===== src/bqs_pkg.sv =====
// shared constants and types for the stereo biquad filter
package bqs_pkg;

   // default field widths
   localparam int SAMPLE_BITS_DEF = 24;
   localparam int COEF_BITS_DEF   = 32;

   // register port geometry
   localparam int CSR_ADDR_W = 5;
   localparam int CSR_DATA_W = 32;
   localparam int CSR_IDX_W  = 3;

   // register index codes (byte address / 4)
   typedef enum logic [CSR_IDX_W-1:0] {
      REG_COEF_B0     = 3'd0,
      REG_COEF_B1     = 3'd1,
      REG_COEF_B2     = 3'd2,
      REG_COEF_A1     = 3'd3,
      REG_COEF_A2     = 3'd4,
      REG_STEREO_MODE = 3'd5
   } csr_reg_type;

endpackage


===== src/bqs_csr.sv =====
// coefficient and mode registers behind the apb-style port
module bqs_csr #(
   parameter int COEF_BITS = bqs_pkg::COEF_BITS_DEF
) (
   input  logic                               clock,
   input  logic                               reset,
   input  logic                               csr_psel,
   input  logic                               csr_penable,
   input  logic                               csr_pwrite,
   input  logic [bqs_pkg::CSR_ADDR_W-1:0]     csr_paddr,
   input  logic [bqs_pkg::CSR_DATA_W-1:0]     csr_pwdata,
   output logic [bqs_pkg::CSR_DATA_W-1:0]     csr_prdata,
   output logic                               csr_pready,
   output logic signed [COEF_BITS-1:0]        coef_b0,
   output logic signed [COEF_BITS-1:0]        coef_b1,
   output logic signed [COEF_BITS-1:0]        coef_b2,
   output logic signed [COEF_BITS-1:0]        coef_a1,
   output logic signed [COEF_BITS-1:0]        coef_a2,
   output logic                               stereo_mode
);

   // unity gain in q4 format
   localparam logic [COEF_BITS-1:0] B0_RESET = {4'b0001, {(COEF_BITS-4){1'b0}}};

   logic [COEF_BITS-1:0]     b0_ff, b1_ff, b2_ff, a1_ff, a2_ff;
   logic [COEF_BITS-1:0]     b0_in, b1_in, b2_in, a1_in, a2_in;
   logic                     stereo_ff, stereo_in;
   logic                     wr_en;
   bqs_pkg::csr_reg_type     reg_sel;
   logic [COEF_BITS-1:0]     wr_coef;

   assign csr_pready = 1'b1;
   assign wr_en      = csr_psel && csr_penable && csr_pwrite;
   assign reg_sel    = bqs_pkg::csr_reg_type'(csr_paddr[bqs_pkg::CSR_IDX_W+1:2]);
   assign wr_coef    = csr_pwdata[COEF_BITS-1:0];

   // write decode
   always_comb begin
      b0_in     = b0_ff;
      b1_in     = b1_ff;
      b2_in     = b2_ff;
      a1_in     = a1_ff;
      a2_in     = a2_ff;
      stereo_in = stereo_ff;
      if (wr_en) begin
         unique case (reg_sel)
            bqs_pkg::REG_COEF_B0:     b0_in = wr_coef;
            bqs_pkg::REG_COEF_B1:     b1_in = wr_coef;
            bqs_pkg::REG_COEF_B2:     b2_in = wr_coef;
            bqs_pkg::REG_COEF_A1:     a1_in = wr_coef;
            bqs_pkg::REG_COEF_A2:     a2_in = wr_coef;
            bqs_pkg::REG_STEREO_MODE: stereo_in = csr_pwdata[0];
            default: ;
         endcase
      end
   end

   always_ff @(posedge clock) begin
      if (reset) begin
         b0_ff     <= B0_RESET;
         b1_ff     <= '0;
         b2_ff     <= '0;
         a1_ff     <= '0;
         a2_ff     <= '0;
         stereo_ff <= 1'b0;
      end else begin
         b0_ff     <= b0_in;
         b1_ff     <= b1_in;
         b2_ff     <= b2_in;
         a1_ff     <= a1_in;
         a2_ff     <= a2_in;
         stereo_ff <= stereo_in;
      end
   end

   // read decode
   always_comb begin
      unique case (reg_sel)
         bqs_pkg::REG_COEF_B0:     csr_prdata = bqs_pkg::CSR_DATA_W'(b0_ff);
         bqs_pkg::REG_COEF_B1:     csr_prdata = bqs_pkg::CSR_DATA_W'(b1_ff);
         bqs_pkg::REG_COEF_B2:     csr_prdata = bqs_pkg::CSR_DATA_W'(b2_ff);
         bqs_pkg::REG_COEF_A1:     csr_prdata = bqs_pkg::CSR_DATA_W'(a1_ff);
         bqs_pkg::REG_COEF_A2:     csr_prdata = bqs_pkg::CSR_DATA_W'(a2_ff);
         bqs_pkg::REG_STEREO_MODE: csr_prdata = bqs_pkg::CSR_DATA_W'(stereo_ff);
         default:                  csr_prdata = '0;
      endcase
   end

   assign coef_b0     = b0_ff;
   assign coef_b1     = b1_ff;
   assign coef_b2     = b2_ff;
   assign coef_a1     = a1_ff;
   assign coef_a2     = a2_ff;
   assign stereo_mode = stereo_ff;

endmodule


===== config.mk =====
export PLATFORM = sky130hd
export DESIGN_NAME = bqs_csr
export DESIGN_NICKNAME = d
export VERILOG_FILES = /design/src/bqs_pkg.sv /design/src/bqs_csr.sv
export SDC_FILE = /design/constraint.sdc
export NUM_CORES = 1
export LEC_CHECK = 0
export BUFFER_PORTS_ARGS = -buffer_cell sky130_fd_sc_hd__buf_2
export CORE_ASPECT_RATIO = 1.1
export CORE_UTILIZATION = 47
export DETAILED_ROUTE_END_ITERATION = 10
export PLACE_DENSITY = 0.82
export SLEW_MARGIN = 20
export SYNTH_ARGS = -nofsm -noshare
export SYNTH_HDL_FRONTEND = slang
export SYNTH_SLANG_ARGS = --single-unit

===== constraint.sdc =====
create_clock -name clock -period 1.3 [get_ports clock]
set_clock_uncertainty 0.1 [all_clocks]
set_input_delay 0.13 -clock clock [delete_from_list [all_inputs] [get_ports clock]]
set_output_delay 0.13 -clock clock [all_outputs]
set_load 0.01 [all_outputs]

==> flow_summary.json, run 1 <==
{
  "cp-end-kind": "output port",
  "initial_core_util_pct": 48.4,
  "syn_avg_cell_area_um2": 10.3,
  "first_global_vias": 6801,
  "synth_area_mm2": 0.00767,
  "grt_max_degree": 86,
  "setup_ws_ns": -0.397,
  "synth_seq_cells": 161,
  "drt.antenna.violating_nets": 0,
  "yosysSeqAreaShare_pct": 42.0,
  "cp.arrival_ns": 1.47,
  "synthMuxAreaShare_pct": 27.4,
  "crit_required_ns": 1.07,
  "synth_top_family_by_area": "multiplexers",
  "drt_iter0_markers": 336,
  "wl_met3_mm": 1.44,
  "root_buffer": "clkbuf_16",
  "top_layer": "met4",
  "max_cap_violations": 0,
  "p_leak_uw": 0.00571,
  "cts_buffers": 17,
  "clkSinkCount": 161,
  "async_flop_share_pct": 0,
  "vias": 6786,
  "via_per_inst": 5.29,
  "placement.setup.worst_slack_ns": -0.232,
  "clkTransAtPathRegs_ns": 0.06,
  "clk_latency_ns": 0.43,
  "die_w_um": 124,
  "setup_viol": 33,
  "gp_congestion": 0.808,
  "synth-simple-area-share_pct": 17.6,
  "nNetsFinal": 1110,
  "layout_common_cells": "225 x buf_2, 192 x nand2b_1, 190 x mux2i_1",
  "num_rows": 48,
  "final-hold-violation-count": 0,
  "worst_setup_path_start_kind": "flip-flop",
  "drtPass1Iterations": 4,
  "worst-setup-path-type": "flip-flop to output port",
  "finalCritPeriodShare_pct": 131,
  "grt_usage_pct": 28.0,
  "regArea_mm2": 0.00332,
  "routed_wl_mm": 23.7,
  "violations": "negative setup slack",
  "synthCells": 742,
  "cts_tree": "built",
  "drt-met1-wl_mm": 9.91,
  "antenna_found_initial": 1,
  "dr_wl_met2_mm": 11.7,
  "setup_tns_ns": -7.97,
  "crit_path_max_fanout": 2,
  "die_h_um": 136,
  "cts_max_level": 4,
  "syn2layout_area_growth_pct": 44.0,
  "holdCritPathClass": "input port to flip-flop",
  "ys_types": 33,
  "cts_max_path_buffers": 2,
  "coreArea_mm2": 0.0159,
  "synth_ff_type": "dfxtp_1",
  "synth_edf_count": 0,
  "gr-total-overflow": 0,
  "drive_gt1_share_pct": 47.4,
  "layout_commonest_cell": "buf_2",
  "hold_slack_ns": 0.0220,
  "multi_input_area_mm2": 0.00433,
  "synth-adder-area-share_pct": 0,
  "grt_pass1_wl_mm": 35.7,
  "post_drt_wl_per_cell_um": 18.5,
  "drc_errors": 0,
  "yosys_warnings": 0,
  "hpwl_mm": 15.0,
  "status": "complete, but fails checks",
  "clock.fmax_mhz": 589,
  "boundaryPins": 236,
  "fillCellCount": 1183,
  "rsz0062_at_grt": "yes",
  "synth_nets": 784,
  "synth_xor_area_share_pct": 0,
  "die-area_mm2": 0.0168,
  "synth_compound_area_share_pct": 8.43,
  "power_density_mw_per_mm2": 1010,
  "io_buffers": 232,
  "peakVddDrop_uv": 892,
  "fin_crit_ns": 1.70,
  "slew_violations": 0
}
## synthesized netlist by cell type, drive strengths merged (5+ instances only)
library cell  number  area (um2)
clkbuf            31         116
nand2b           192        1200
nand2              6        27.5
dfxtp            161        3220
o2bb2ai           13         114
o22ai             15        93.8
buf               33         224
o21a              14         105
o21ai             14        70.1
mux2i            191        1910
mux2              15         169
a22oi             31         233
nand3              5        30.0
## registers in the layout, summed over array words and instances, names as in the netlist
signal	cells
coef_a1	32
coef_a2	32
coef_b0	32
coef_b1	32
coef_b2	32
stereo_mode	1
## path summary, 6_finish.rpt
kind	start	to	slack, ns	cells after the start
setup reg to reg	coef_b2[11]	coef_b2[11]	0.42	4
hold / removal	csr_pwdata[10]	coef_a1[10]	0.02	3
hold reg to reg	coef_a1[1]	coef_a1[1]	0.38	2
setup / recovery	stereo_mode	csr_prdata[0]	-0.40	4
## routing by layer
layer	up-vias	global-route usage, %
li1	3245	-
met1	3259	33.0
met2	234	47.8
met3	48	7.55
met4	0	10.8
met5	-	0
## kinds of logic after synthesis
kind of cell / after synthesis
simple gates: 217
mux: 207
flops: 161
compound gates: 91
buf+inv: 65
other cells: 1
## layout make-up
class                   count  share of cell area, %
diodes                      1                 0.0226
clock buffers              19                   4.10
well taps                 200                   2.26
clock inverters            13                   1.45
repair buffers            371                   22.9
flip-flops and latches    161                   30.1
inverters                   1                 0.0340
multi-input cells         516                   39.2
## power by group
group	internal [uW]	switching (uW)	total, uW
Sequential	4970	28.4	5000
Clock	3120	2080	5210
Combinational	494	512	1010
Total	8590	2620	11200
## per-stage QoR
stage / power [uW] / instances / cell area (um2) / util (%)
2_1_floorplan: 5620 / 742 / 7770 / -
3_3_place_gp: 5970 / 1167 / 9450 / 59.6
3_5_place_dp: 5980 / 1167 / 9450 / 59.6
4_1_cts: 11200 / 1279 / 10900 / 69.1
5_1_grt: 11500 / 1282 / 11000 / 69.7
6_report: 11200 / 1282 / 11000 / 69.7
## repair_timing
action | in CTS | in global routing
setup buffers | 51 | 2
gates cloned | 0 | 0
gates resized for setup | 106 | 29
hold buffers | 29 | 0
pin swaps | 38 | 13
endpoints found under the hold margin | 137 | 0
setup endpoints to repair | 32 | 32
## critical path, stage by stage, from the launching register on
cell,delay (ns)
dfxtp_2,0.32
mux4_2,0.47
inv_2,0.07
o21ai_2,0.05
buf_2,0.14
No activity file was read; power rests on OpenSTA's default activity.
==> inputs of run 2 (changes only) <==
--- a/config.mk
+++ b/config.mk
@@ -9,7 +9,7 @@
 export CORE_ASPECT_RATIO = 1.1
 export CORE_UTILIZATION = 47
 export DETAILED_ROUTE_END_ITERATION = 10
-export PLACE_DENSITY = 0.82
+export PLACE_DENSITY = 0.75
 export SLEW_MARGIN = 20
 export SYNTH_ARGS = -nofsm -noshare
 export SYNTH_HDL_FRONTEND = slang
==> flow_summary.json, run 2 (synthesis results as in run 1) <==
{
  "status": "complete, but fails checks",
  "violations": "negative setup slack",
  "final-hold-violation-count": 0,
  "drt_iter0_markers": 481,
  "finish.utilization_pct": 71.0,
  "clkSinkCount": 161,
  "boundaryPins": 236,
  "r2r-start": "stereo_mode",
  "max_cap_violations": 0,
  "fillCellCount": 1182,
  "post_drt_wl_per_cell_um": 18.4,
  "vias": 6986,
  "drive_gt1_share_pct": 49.4,
  "clk_latency_ns": 0.42,
  "worstSetupStartpoint": "stereo_mode",
  "setup_ws_ns": -0.397,
  "grt_pass1_wl_mm": 36.4,
  "drtPass1Iterations": 5,
  "peakVddDrop_uv": 863,
  "slew_violations": 0,
  "worst_setup_path_start_kind": "flip-flop",
  "die_w_um": 124,
  "clock.fmax_mhz": 589,
  "p_leak_uw": 0.00583,
  "cts_max_level": 4,
  "hold_slack_ns": 0.0272,
  "syn2layout_area_growth_pct": 46.6,
  "cts_max_path_buffers": 2,
  "initial_core_util_pct": 48.4,
  "num_rows": 48,
  "cts_tree": "built",
  "die_h_um": 136,
  "antenna_found_initial": 0,
  "dp_cells": 1172,
  "holdCritPathClass": "input port to flip-flop",
  "fin_crit_ns": 1.70,
  "grt_usage_pct": 28.6,
  "instances_no_fill": 1301,
  "gr-total-overflow": 0,
  "first_global_vias": 6760,
  "crit_required_ns": 1.07,
  "routed_wl_mm": 24.0,
  "layout_common_cells": "225 x buf_2, 192 x nand2b_1, 191 x mux2i_1",
  "cts_buffers": 17,
  "worst-setup-path-type": "flip-flop to output port",
  "layout_commonest_cell": "buf_2",
  "gp_congestion": 0.861,
  "min-delay-start": "csr_pwdata[0]",
  "grt_max_degree": 78,
  "die-area_mm2": 0.0168,
  "setup_viol": 35,
  "coreArea_mm2": 0.0159,
  "root_buffer": "clkbuf_16",
  "power_density_mw_per_mm2": 996,
  "nNetsFinal": 1130,
  "hpwl_mm": 15.4,
  "cp-end-kind": "output port",
  "drt.antenna.violating_nets": 0,
  "antenna_cells": 0,
  "clkTransAtPathRegs_ns": 0.07,
  "drc_errors": 0,
  "via_per_inst": 5.37,
  "cp.arrival_ns": 1.47,
  "io_buffers": 232,
  "finalCritPeriodShare_pct": 131,
  "rsz0062_at_grt": "yes",
  "crit_path_max_fanout": 2
}
## run 2: cell types whose count changed in the layout (fill, tap and decap cells not counted), sizes merged
cell and delta:
clkinv -1, diode -1, bufbuf +1, clkbuf -1, clkinvlp +1, buf +20
## run 2: stage by stage
stage | setup slack (ns) | total power, uW | setup TNS, ns | cell area, um2
2_1_floorplan | -0.0449 | 5620 | -0.769 | 7770
3_3_place_gp | -0.192 | 5990 | -18.49 | 9500
3_5_place_dp | -0.250 | 5990 | -20.51 | 9500
4_1_cts | -0.413 | 11300 | -8.39 | 11100
5_1_grt | -0.437 | 11500 | -9.67 | 11300
6_report | -0.397 | 11200 | -7.87 | 11300
## run 2: critical path: stages, from the launching register on
cell	delay (ns)
dfxtp_2	0.33
mux4_2	0.47
inv_2	0.07
o21ai_2	0.04
buf_2	0.13
## run 2: layout make-up
type	instances	area, um2	area share [%]
Clock buffer	19	453	4.03
Clock inverter	13	159	1.41
Inverter	1	3.75	0.0334
Tap cell	200	250	2.22
Sequential cell	161	3340	29.7
Timing Repair Buffer	391	2720	24.2
Multi-Input combinational cell	516	4320	38.4
## run 2: where the power goes
group	switching, uW	internal (uW)	total [uW]
Combinational	521	512	1030
Sequential	28.2	4970	5000
Clock	2060	3120	5180
Total	2610	8600	11200
## run 2: path summary, 6_finish.rpt
| path | to | slack [ns] | cells after the start |
|---|---|---|---|
| setup reg to reg | stereo_mode | 0.39 | 4 |
| hold reg to reg | coef_a1[30] | 0.38 | 2 |
| hold / removal | coef_a2[0] | 0.03 | 3 |
| setup / recovery | csr_prdata[0] | -0.40 | 4 |
## run 2: per-layer routing
metal  wire length, um  track usage (%)
met5                 0                0
met4               667             13.3
met3              1330             5.41
met2             12000             48.5
met1             10000             34.6
## run 2: what timing repair did
action	CTS	global route
hold buffers	29	0
endpoints found under the setup margin	32	32
setup buffers	56	11
gates cloned	1	0
pin swaps	40	20
resized for setup	118	30
hold endpoints to repair	124	0
